[config.mk]
export PLATFORM = sky130hd
export DESIGN_NAME = rti_cfg
export DESIGN_NICKNAME = d
export VERILOG_FILES = /design/src/hw/rtl/rti_pkg.sv /design/src/hw/rtl/rti_cfg.sv
export SDC_FILE = /design/constraint.sdc
export NUM_CORES = 2
export LEC_CHECK = 0
export ABC_AREA = 1
export BUFFER_PORTS_ARGS = -buffer_cell sky130_fd_sc_hd__buf_2
export CORE_ASPECT_RATIO = 1.25
export CORE_MARGIN = 2
export CORE_UTILIZATION = 65
export CTS_BUF_LIST = sky130_fd_sc_hd__clkbuf_8
export CTS_CLUSTER_SIZE = 14
export DETAILED_ROUTE_END_ITERATION = 8
export PLACE_DENSITY = 0.81
export REMOVE_ABC_BUFFERS = 1
export SLEW_MARGIN = 0
export SYNTH_ARGS = -nofsm -noshare
export SYNTH_HDL_FRONTEND = slang
export SYNTH_SLANG_ARGS = --single-unit
[constraint.sdc]
create_clock -name aclk -period 6.8 [get_ports aclk]
set_input_delay 0.34 -clock aclk [delete_from_list [all_inputs] [get_ports aclk]]
set_output_delay 0.34 -clock aclk [all_outputs]
set_load 0.03 [all_outputs]
[src/hw/rtl/rti_pkg.sv]
// shared types and constants for the ray/triangle intersection unit
// no dependencies; imported by every module of the block
package rti_pkg;

    localparam int COORD_BITS_DEF = 21;
    localparam int FRAC_BITS_DEF  = 10;

    localparam int CFG_DATA_W = 63;
    localparam int CFG_IDX_W  = 3;

    localparam logic [CFG_IDX_W-1:0] REG_VERTEX_A = 3'd0;
    localparam logic [CFG_IDX_W-1:0] REG_VERTEX_B = 3'd1;
    localparam logic [CFG_IDX_W-1:0] REG_VERTEX_C = 3'd2;
    localparam logic [CFG_IDX_W-1:0] REG_NORMAL   = 3'd3;

    // projection plane picked from the dominant normal axis
    typedef enum logic [1:0] {
        PLANE_XY,
        PLANE_XZ,
        PLANE_YZ
    } plane_t;

    // per-stage control that travels with each item
    typedef struct packed {
        logic valid;
        logic reject;
        logic closer;
    } rti_flags_t;

endpackage

[src/hw/rtl/rti_cfg.sv]
// triangle configuration registers and values derived from them
// (projection plane, edge vectors, projected area); uses rti_pkg
module rti_cfg #(
    parameter int COORD_BITS = rti_pkg::COORD_BITS_DEF
) (
    input  logic                               aclk,
    input  logic                               aresetn,
    input  logic                               cfg_valid,
    output logic                               cfg_ready,
    input  logic [rti_pkg::CFG_IDX_W-1:0]      cfg_index,
    input  logic [rti_pkg::CFG_DATA_W-1:0]     cfg_data,
    output logic [3*COORD_BITS-1:0]            vert_a,
    output logic [3*COORD_BITS-1:0]            normal,
    output rti_pkg::plane_t                    plane,
    output logic signed [COORD_BITS-1:0]       vaa,
    output logic signed [COORD_BITS-1:0]       vab,
    output logic signed [COORD_BITS:0]         u1,
    output logic signed [COORD_BITS:0]         u2,
    output logic signed [COORD_BITS:0]         v1,
    output logic signed [COORD_BITS:0]         v2,
    output logic signed [2*COORD_BITS+2:0]     den
);
    import rti_pkg::*;

    localparam int C = COORD_BITS;

    logic [3*C-1:0] va_reg, vb_reg, vc_reg, n_reg;
    logic [C-1:0] ax, ay, az;
    plane_t plane_next, plane_reg;
    logic [1:0] sel_a, sel_b;
    logic [C-1:0] va_a, va_b, vb_a, vb_b, vc_a, vc_b;
    logic signed [C-1:0] vaa_reg, vab_reg;
    logic signed [C:0] u1_reg, u2_reg, v1_reg, v2_reg;
    logic signed [2*C+1:0] m1_reg, m2_reg;
    logic signed [2*C+2:0] den_reg;

    function automatic logic [C-1:0] pick(input logic [3*C-1:0] v, input logic [1:0] i);
        return v[i*C +: C];
    endfunction

    assign cfg_ready = 1'b1;

    always_ff @(posedge aclk) begin
        if (!aresetn) begin
            va_reg <= '0;
            vb_reg <= '0;
            vc_reg <= '0;
            n_reg  <= '0;
        end else if (cfg_valid) begin
            unique case (cfg_index)
                REG_VERTEX_A: va_reg <= cfg_data[3*C-1:0];
                REG_VERTEX_B: vb_reg <= cfg_data[3*C-1:0];
                REG_VERTEX_C: vc_reg <= cfg_data[3*C-1:0];
                REG_NORMAL:   n_reg  <= cfg_data[3*C-1:0];
                default: ;
            endcase
        end
    end

    always_comb begin
        ax = n_reg[C-1]     ? ~n_reg[C-1:0]     + 1'b1 : n_reg[C-1:0];
        ay = n_reg[2*C-1]   ? ~n_reg[2*C-1:C]   + 1'b1 : n_reg[2*C-1:C];
        az = n_reg[3*C-1]   ? ~n_reg[3*C-1:2*C] + 1'b1 : n_reg[3*C-1:2*C];
        if (ax > ay) begin
            plane_next = (ax > az) ? PLANE_YZ : PLANE_XY;
        end else begin
            plane_next = (ay > az) ? PLANE_XZ : PLANE_XY;
        end
        unique case (plane_next)
            PLANE_XZ: begin
                sel_a = 2'd0;
                sel_b = 2'd2;
            end
            PLANE_YZ: begin
                sel_a = 2'd1;
                sel_b = 2'd2;
            end
            default: begin
                sel_a = 2'd0;
                sel_b = 2'd1;
            end
        endcase
        va_a = pick(va_reg, sel_a);
        va_b = pick(va_reg, sel_b);
        vb_a = pick(vb_reg, sel_a);
        vb_b = pick(vb_reg, sel_b);
        vc_a = pick(vc_reg, sel_a);
        vc_b = pick(vc_reg, sel_b);
    end

    // derived values are registered in turn: plane and edge differences, then the two cross products, then den
    always_ff @(posedge aclk) begin
        plane_reg <= plane_next;
        vaa_reg   <= $signed(va_a);
        vab_reg   <= $signed(va_b);
        u1_reg    <= $signed({vb_a[C-1], vb_a}) - $signed({va_a[C-1], va_a});
        u2_reg    <= $signed({vc_a[C-1], vc_a}) - $signed({va_a[C-1], va_a});
        v1_reg    <= $signed({vb_b[C-1], vb_b}) - $signed({va_b[C-1], va_b});
        v2_reg    <= $signed({vc_b[C-1], vc_b}) - $signed({va_b[C-1], va_b});
        m1_reg    <= u1_reg * v2_reg;
        m2_reg    <= v1_reg * u2_reg;
        den_reg   <= (2*C+3)'(m1_reg) - (2*C+3)'(m2_reg);
    end

    assign vert_a = va_reg;
    assign normal = n_reg;
    assign plane  = plane_reg;
    assign vaa    = vaa_reg;
    assign vab    = vab_reg;
    assign u1     = u1_reg;
    assign u2     = u2_reg;
    assign v1     = v1_reg;
    assign v2     = v2_reg;
    assign den    = den_reg;

endmodule

=== Word-level counts from Yosys, hierarchy flattened ===
Index checks and enable logic that the tools add are counted.

* $add $sub $neg: 8
* Order comparisons: 3
* Reduce and logical (&&, ||, !) cells: 6
* Equality and inequality tests: 5
* Shift operators: 6
* Bitwise gates (word level): 3
* Muxes and demuxes: 8
* Multiply operators: 4

{| class="wikitable"
|+ Operator list
! operator !! number
|-
| indexed part select 63 x 8 -> 21 bit || 6
|-
| multiplier 22 x 22 -> 44 bit || 2
|-
| subtractor 21 x 21 -> 22 bit || 4
|-
| adder 21 x 1 -> 21 bit (second input constant) || 3
|-
| > comparator 21 bit || 3
|-
| two-way mux 21 bit || 3
|-
| inverter 21 bit || 3
|-
| subtractor 44 x 44 -> 45 bit || 1
|-
| multiplier 2 x 5 -> 7 bit (second input constant) || 2
|-
| AND reduction 2 bit || 4
|-
| equality test 3 x 2 -> 1 bit (second input constant) || 2
|-
| two-way mux 2 bit || 3
|-
| equality test 3 x 1 -> 1 bit (second input constant) || 1
|-
| logical NOT 3 bit || 1
|-
| equality test 2 x 1 -> 1 bit (second input constant) || 1
|-
| equality test 2 bit (second input constant) || 1
|-
| two-way mux 1 bit || 2
|-
| OR reduction 2 bit || 1
|}

* Word-level logic and storage cells: 57
* Output and inout port bits: 304
* Register bits after elaboration: 517
* Bits of input ports: 69

=== Depth between registers and ports, before layout ===
* Word-level depth: 12
* Mapped depth: 37
* Depth with buffers taken out: 34

=== Worst setup path after synthesis ===
OpenSTA, ideal clock, no wires.

* Kind: reg-to-reg
* From: register v1_reg[21] (netlist: v1[21])
* To: register m2_reg[43]
* Library setup time: 0.058 ns
* Data arrival time: 6.314 ns
* Cell stages (with the launch flop): 27
* Slack: 0.429 ns
* Data required time: 6.742 ns
* Period minus slack after synthesis: 6.371 ns
* Cell sequence: dfxtp_1 -> clkbuf_1 -> nand2_1 -> inv_1 -> fa_1 -> fa_1 -> inv_1 -> fa_1 -> inv_1 -> fa_1 -> inv_1 -> fa_1 -> inv_1 -> fa_1 -> inv_1 -> fa_1 -> inv_1 -> ha_1 -> inv_1 -> nor3_1 -> nand2_1 -> nor2_2 -> nand2_1 -> nor2_2 -> nand3b_1 -> nand2_1 -> nand2_1

* Word-level cells in the longest chain between the ends: 1

{| class="wikitable"
|+ RTL lines
! element !! RTL line !! source
|-
| from (decl) || rti_cfg.sv:33 || <nowiki>logic signed [C:0] u1_reg, u2_reg, v1_reg, v2_reg;</nowiki>
|-
| from (signal assigned) || rti_cfg.sv:98 || <nowiki>v1_reg <= $signed({vb_b[C-1], vb_b}) - $signed({va_b[C-1], va_b});</nowiki>
|-
| multiplier 22 x 22 -> 44 bit || rti_cfg.sv:101 || <nowiki>m2_reg <= v1_reg * u2_reg;</nowiki>
|-
| to (signal assigned) || rti_cfg.sv:101 ||
|-
| to (decl) || rti_cfg.sv:34 || <nowiki>logic signed [2*C+1:0] m1_reg, m2_reg;</nowiki>
|}

No other way between the ends.
A chain may end at the register's enable or synchronous reset.

=== Final worst setup path ===
* From: register u2_reg[21] (netlist: u2[21])
* To: register m2_reg[28]

* Word-level cells in the longest chain between the ends: 1

{| class="wikitable"
|+ RTL lines
! element !! RTL line !! source
|-
| from (decl) || rti_cfg.sv:33 ||
|-
| from (signal assigned) || rti_cfg.sv:97 || <nowiki>u2_reg <= $signed({vc_a[C-1], vc_a}) - $signed({va_a[C-1], va_a});</nowiki>
|-
| multiplier 22 x 22 -> 44 bit || rti_cfg.sv:101 ||
|}

No other way between the ends.

==> impl_metrics.json <==
{
  "final_core_util": 0.719,
  "synth_flop_cell": "sky130_fd_sc_hd__dfxtp_1",
  "die_x_um": 288,
  "yosys-mux-area-fraction": 0,
  "slew_headroom": 0.109,
  "grt_antenna_before_repair": 4,
  "max_cap_viol_count": 0,
  "fillers": 7877,
  "detail_route.iter0.violations": 5562,
  "finClkSkew_ps": 69.5,
  "first_pass_iters": 9,
  "holdWs_ps": 61.5,
  "tritoncts.num_buffers": 90,
  "post_route_cells_drive_above_1_share": 0.0907,
  "avgRoutedWirePerCell_um": 20.4,
  "final_max_slew_viol_count": 0,
  "drtAntennaViolNets": 0,
  "synthDominantAreaCellType": "sky130_fd_sc_hd__fa_1",
  "yosys_register_bits": 517,
  "gr-usage-all-layers": 0.426,
  "worst_path_most_repeated_cell": "sky130_fd_sc_hd__fa_1",
  "period_needed_ps": 6580,
  "routed_wl_mm": 218,
  "cts-htree-levels": 3,
  "worst_skew_pair.late_latency_ps": 800,
  "yosys-top-cells-area": "sky130_fd_sc_hd__fa_1 (31%), sky130_fd_sc_hd__dfxtp_1 (16%), sky130_fd_sc_hd__nand2_1 (13%), sky130_fd_sc_hd__inv_1 (13%), sky130_fd_sc_hd__ha_1 (8.9%)",
  "finalHoldViolCount": 0,
  "cp.depth": 21,
  "rr_worst_depth": 21,
  "rrSetupSlack_ps": 220,
  "synthArstFlopShare": 0,
  "cpMaxStageDelayCell": "sky130_fd_sc_hd__dfxtp_1",
  "end_kind": "register",
  "synth_area_in_compound_gates": 0.0803,
  "max_freq_mhz": 152,
  "yosys.area_share.xor_xnor": 0.0271,
  "cells_after_synth": 8827,
  "fin_setup_tns_ps": 0,
  "multi_input_area_um2": 45600,
  "vias": 59600,
  "timing.final.setup_violations": 0,
  "synth_top_family_by_area": "adder cells",
  "ctsLongestPathBuffers": 3,
  "grt_pass1_wl_mm": 336,
  "post-synth-top-area-fraction": 0.309,
  "syn_to_final_growth_pct": 10.2,
  "sequential_cell_area_um2": 10400,
  "tritoncts_num_sinks": 517,
  "run_status": "finished clean",
  "synth.avg_cell_area_um2": 7.40,
  "dp_hpwl_mm": 177,
  "nets": 10800,
  "grt_start_max_net_pins": 172,
  "cts_tree": "yes",
  "cp_cell_instances": "inv_1, or2_2, fa_1, fa_1, inv_1, fa_1, fa_1, fa_1, fa_1, inv_1, fa_1, inv_1, ha_1, nand2_1, nor2_2, inv_1, nor3_1, a21boi_1, nor2_1, nand2_1, nand2_1",
  "cp.buffers_inverters": 5,
  "cts_root_buffer": "sky130_fd_sc_hd__clkbuf_8",
  "design.die.area_um2": 103000,
  "critical_path.top_delay_family": "adder cells",
  "gp_congestion": 0.997,
  "layout_worst_path_cycle_share": 0.968,
  "drc": 0,
  "vias_in_the_first_global_route": 61200,
  "ys_warns": 0,
  "clkTransAtPathRegs_ps": 70,
  "antenna-diode-count": 0,
  "min-delay-path-class": "in2reg",
  "crit_fanout": 16,
  "die_height_um": 358,
  "portBuffers": 371,
  "synth_edf_count": 0,
  "crit_path_start_kind": "register",
  "routed_via_density": 5.59,
  "post-synth-top-count-cell": "sky130_fd_sc_hd__nand2_1",
  "boundaryPins": 373,
  "placeableCoreArea_um2": 100000,
  "netlist_top_cells_count": "sky130_fd_sc_hd__nand2_1 (2232), sky130_fd_sc_hd__inv_1 (2199), sky130_fd_sc_hd__fa_1 (1007)",
  "worst-setup-path-type": "reg2reg",
  "min_path_cells": 3,
  "max_slew.worst_pin.slew_ps": 1320,
  "total_global_routing_overflow": 0,
  "number_of_rows_created_at_floorplan": 130,
  "synth_simple_gate_area_frac": 0.192,
  "netlist_area_um2": 65300,
  "synth.yosys.seq_area_share": 0.158,
  "netlist-cell-type-count": 46,
  "floorplan.initialDensity": 0.653,
  "data_required_critical_path_ps": 7460,
  "post_synth_adder_cell_area": 0.398,
  "crit_arrival_ps": 7240,
  "max_stage_delay_ps": 550
}
per-layer routing:
metal	vias to the layer above	track usage	share of wire	wire length [um]
met5	-	0	0.00012	27
met4	4	0.311	0.087	18900
met3	986	0.0834	0.091	19700
met2	3330	0.705	0.47	103000
met1	28300	0.495	0.35	76300
li1	27000	-	-	-
worst register-to-register path, cell delays in order, from the launching register on:
cell and delay, ps:
sky130_fd_sc_hd__dfxtp_1 550, sky130_fd_sc_hd__inv_1 400, sky130_fd_sc_hd__or2_2 410, sky130_fd_sc_hd__fa_1 470, sky130_fd_sc_hd__fa_1 490, sky130_fd_sc_hd__inv_1 50
sky130_fd_sc_hd__fa_1 470, sky130_fd_sc_hd__fa_1 530, sky130_fd_sc_hd__fa_1 450, sky130_fd_sc_hd__fa_1 500, sky130_fd_sc_hd__inv_1 50, sky130_fd_sc_hd__fa_1 470
sky130_fd_sc_hd__inv_1 50, sky130_fd_sc_hd__ha_1 410, sky130_fd_sc_hd__nand2_1 160, sky130_fd_sc_hd__nor2_2 130, sky130_fd_sc_hd__inv_1 90, sky130_fd_sc_hd__nor3_1 300
sky130_fd_sc_hd__a21boi_1 320, sky130_fd_sc_hd__nor2_1 70, sky130_fd_sc_hd__nand2_1 60, sky130_fd_sc_hd__nand2_1 60
placed cells by master (no fill, tap or decap), drive strengths merged, types with 112 or more instances in the layout:
| cell | instances |
|---|---|
| a21oi | 438 |
| buf | 570 |
| clkbuf | 112 |
| dfxtp | 517 |
| fa | 1007 |
| ha | 465 |
| inv | 2227 |
| nand2 | 2252 |
| nand3 | 218 |
| nor2 | 532 |
| o21ai | 513 |
| xor2 | 157 |
per-stage QoR:
stage / worst slack, ps / std cells / area, um2
after floorplan: 50.7 / 8536 / 64200
after global placement: 181 / 10400 / 69200
after detailed placement: 123 / 10400 / 69200
after CTS: 105 / 10600 / 71900
after global routing: -48.7 / 10700 / 72000
final: 220 / 10700 / 72000
logic make-up after synthesis:
family / count (synthesis)
XOR/XNOR: 202
buffers and inverters: 2498
AO/OA/AOI/OAI: 1005
adder cells (fa/ha/maj): 1472
AND/OR/NAND/NOR: 3132
flip-flops: 517
other: 1
area by class of cell:
class                      instances  area share
clock buffer                     112      0.0214
clock inverter                    52     0.00666
inverter                        2207       0.115
multi-input combinational       5812       0.634
sequential                       517       0.144
tap                             1320      0.0229
timing repair buffer             632      0.0560
final timing paths:
kind | startpoint | end
worst max-delay path | u2[21]$_DFF_P_ | m2_reg[28]$_DFF_P_
worst min-delay path | cfg_data[43] | vb_reg[43]$_SDFFE_PN0P_
worst max register to register | u2[21]$_DFF_P_ | m2_reg[28]$_DFF_P_
worst min register to register | vb_reg[17]$_SDFFE_PN0P_ | vb_reg[17]$_SDFFE_PN0P_
what timing repair did:
item | 4_1_cts | 5_1_grt
resized for setup | 0 | 24
setup buffers | 0 | 5
endpoints found under the setup margin | 0 | 49
hold buffers | 62 | 0
endpoints found under the hold margin | 236 | 0
Power is left out: the tool's default activity adds up to more than one toggle a clock period on the data nets, which glitch-free logic cannot reach.
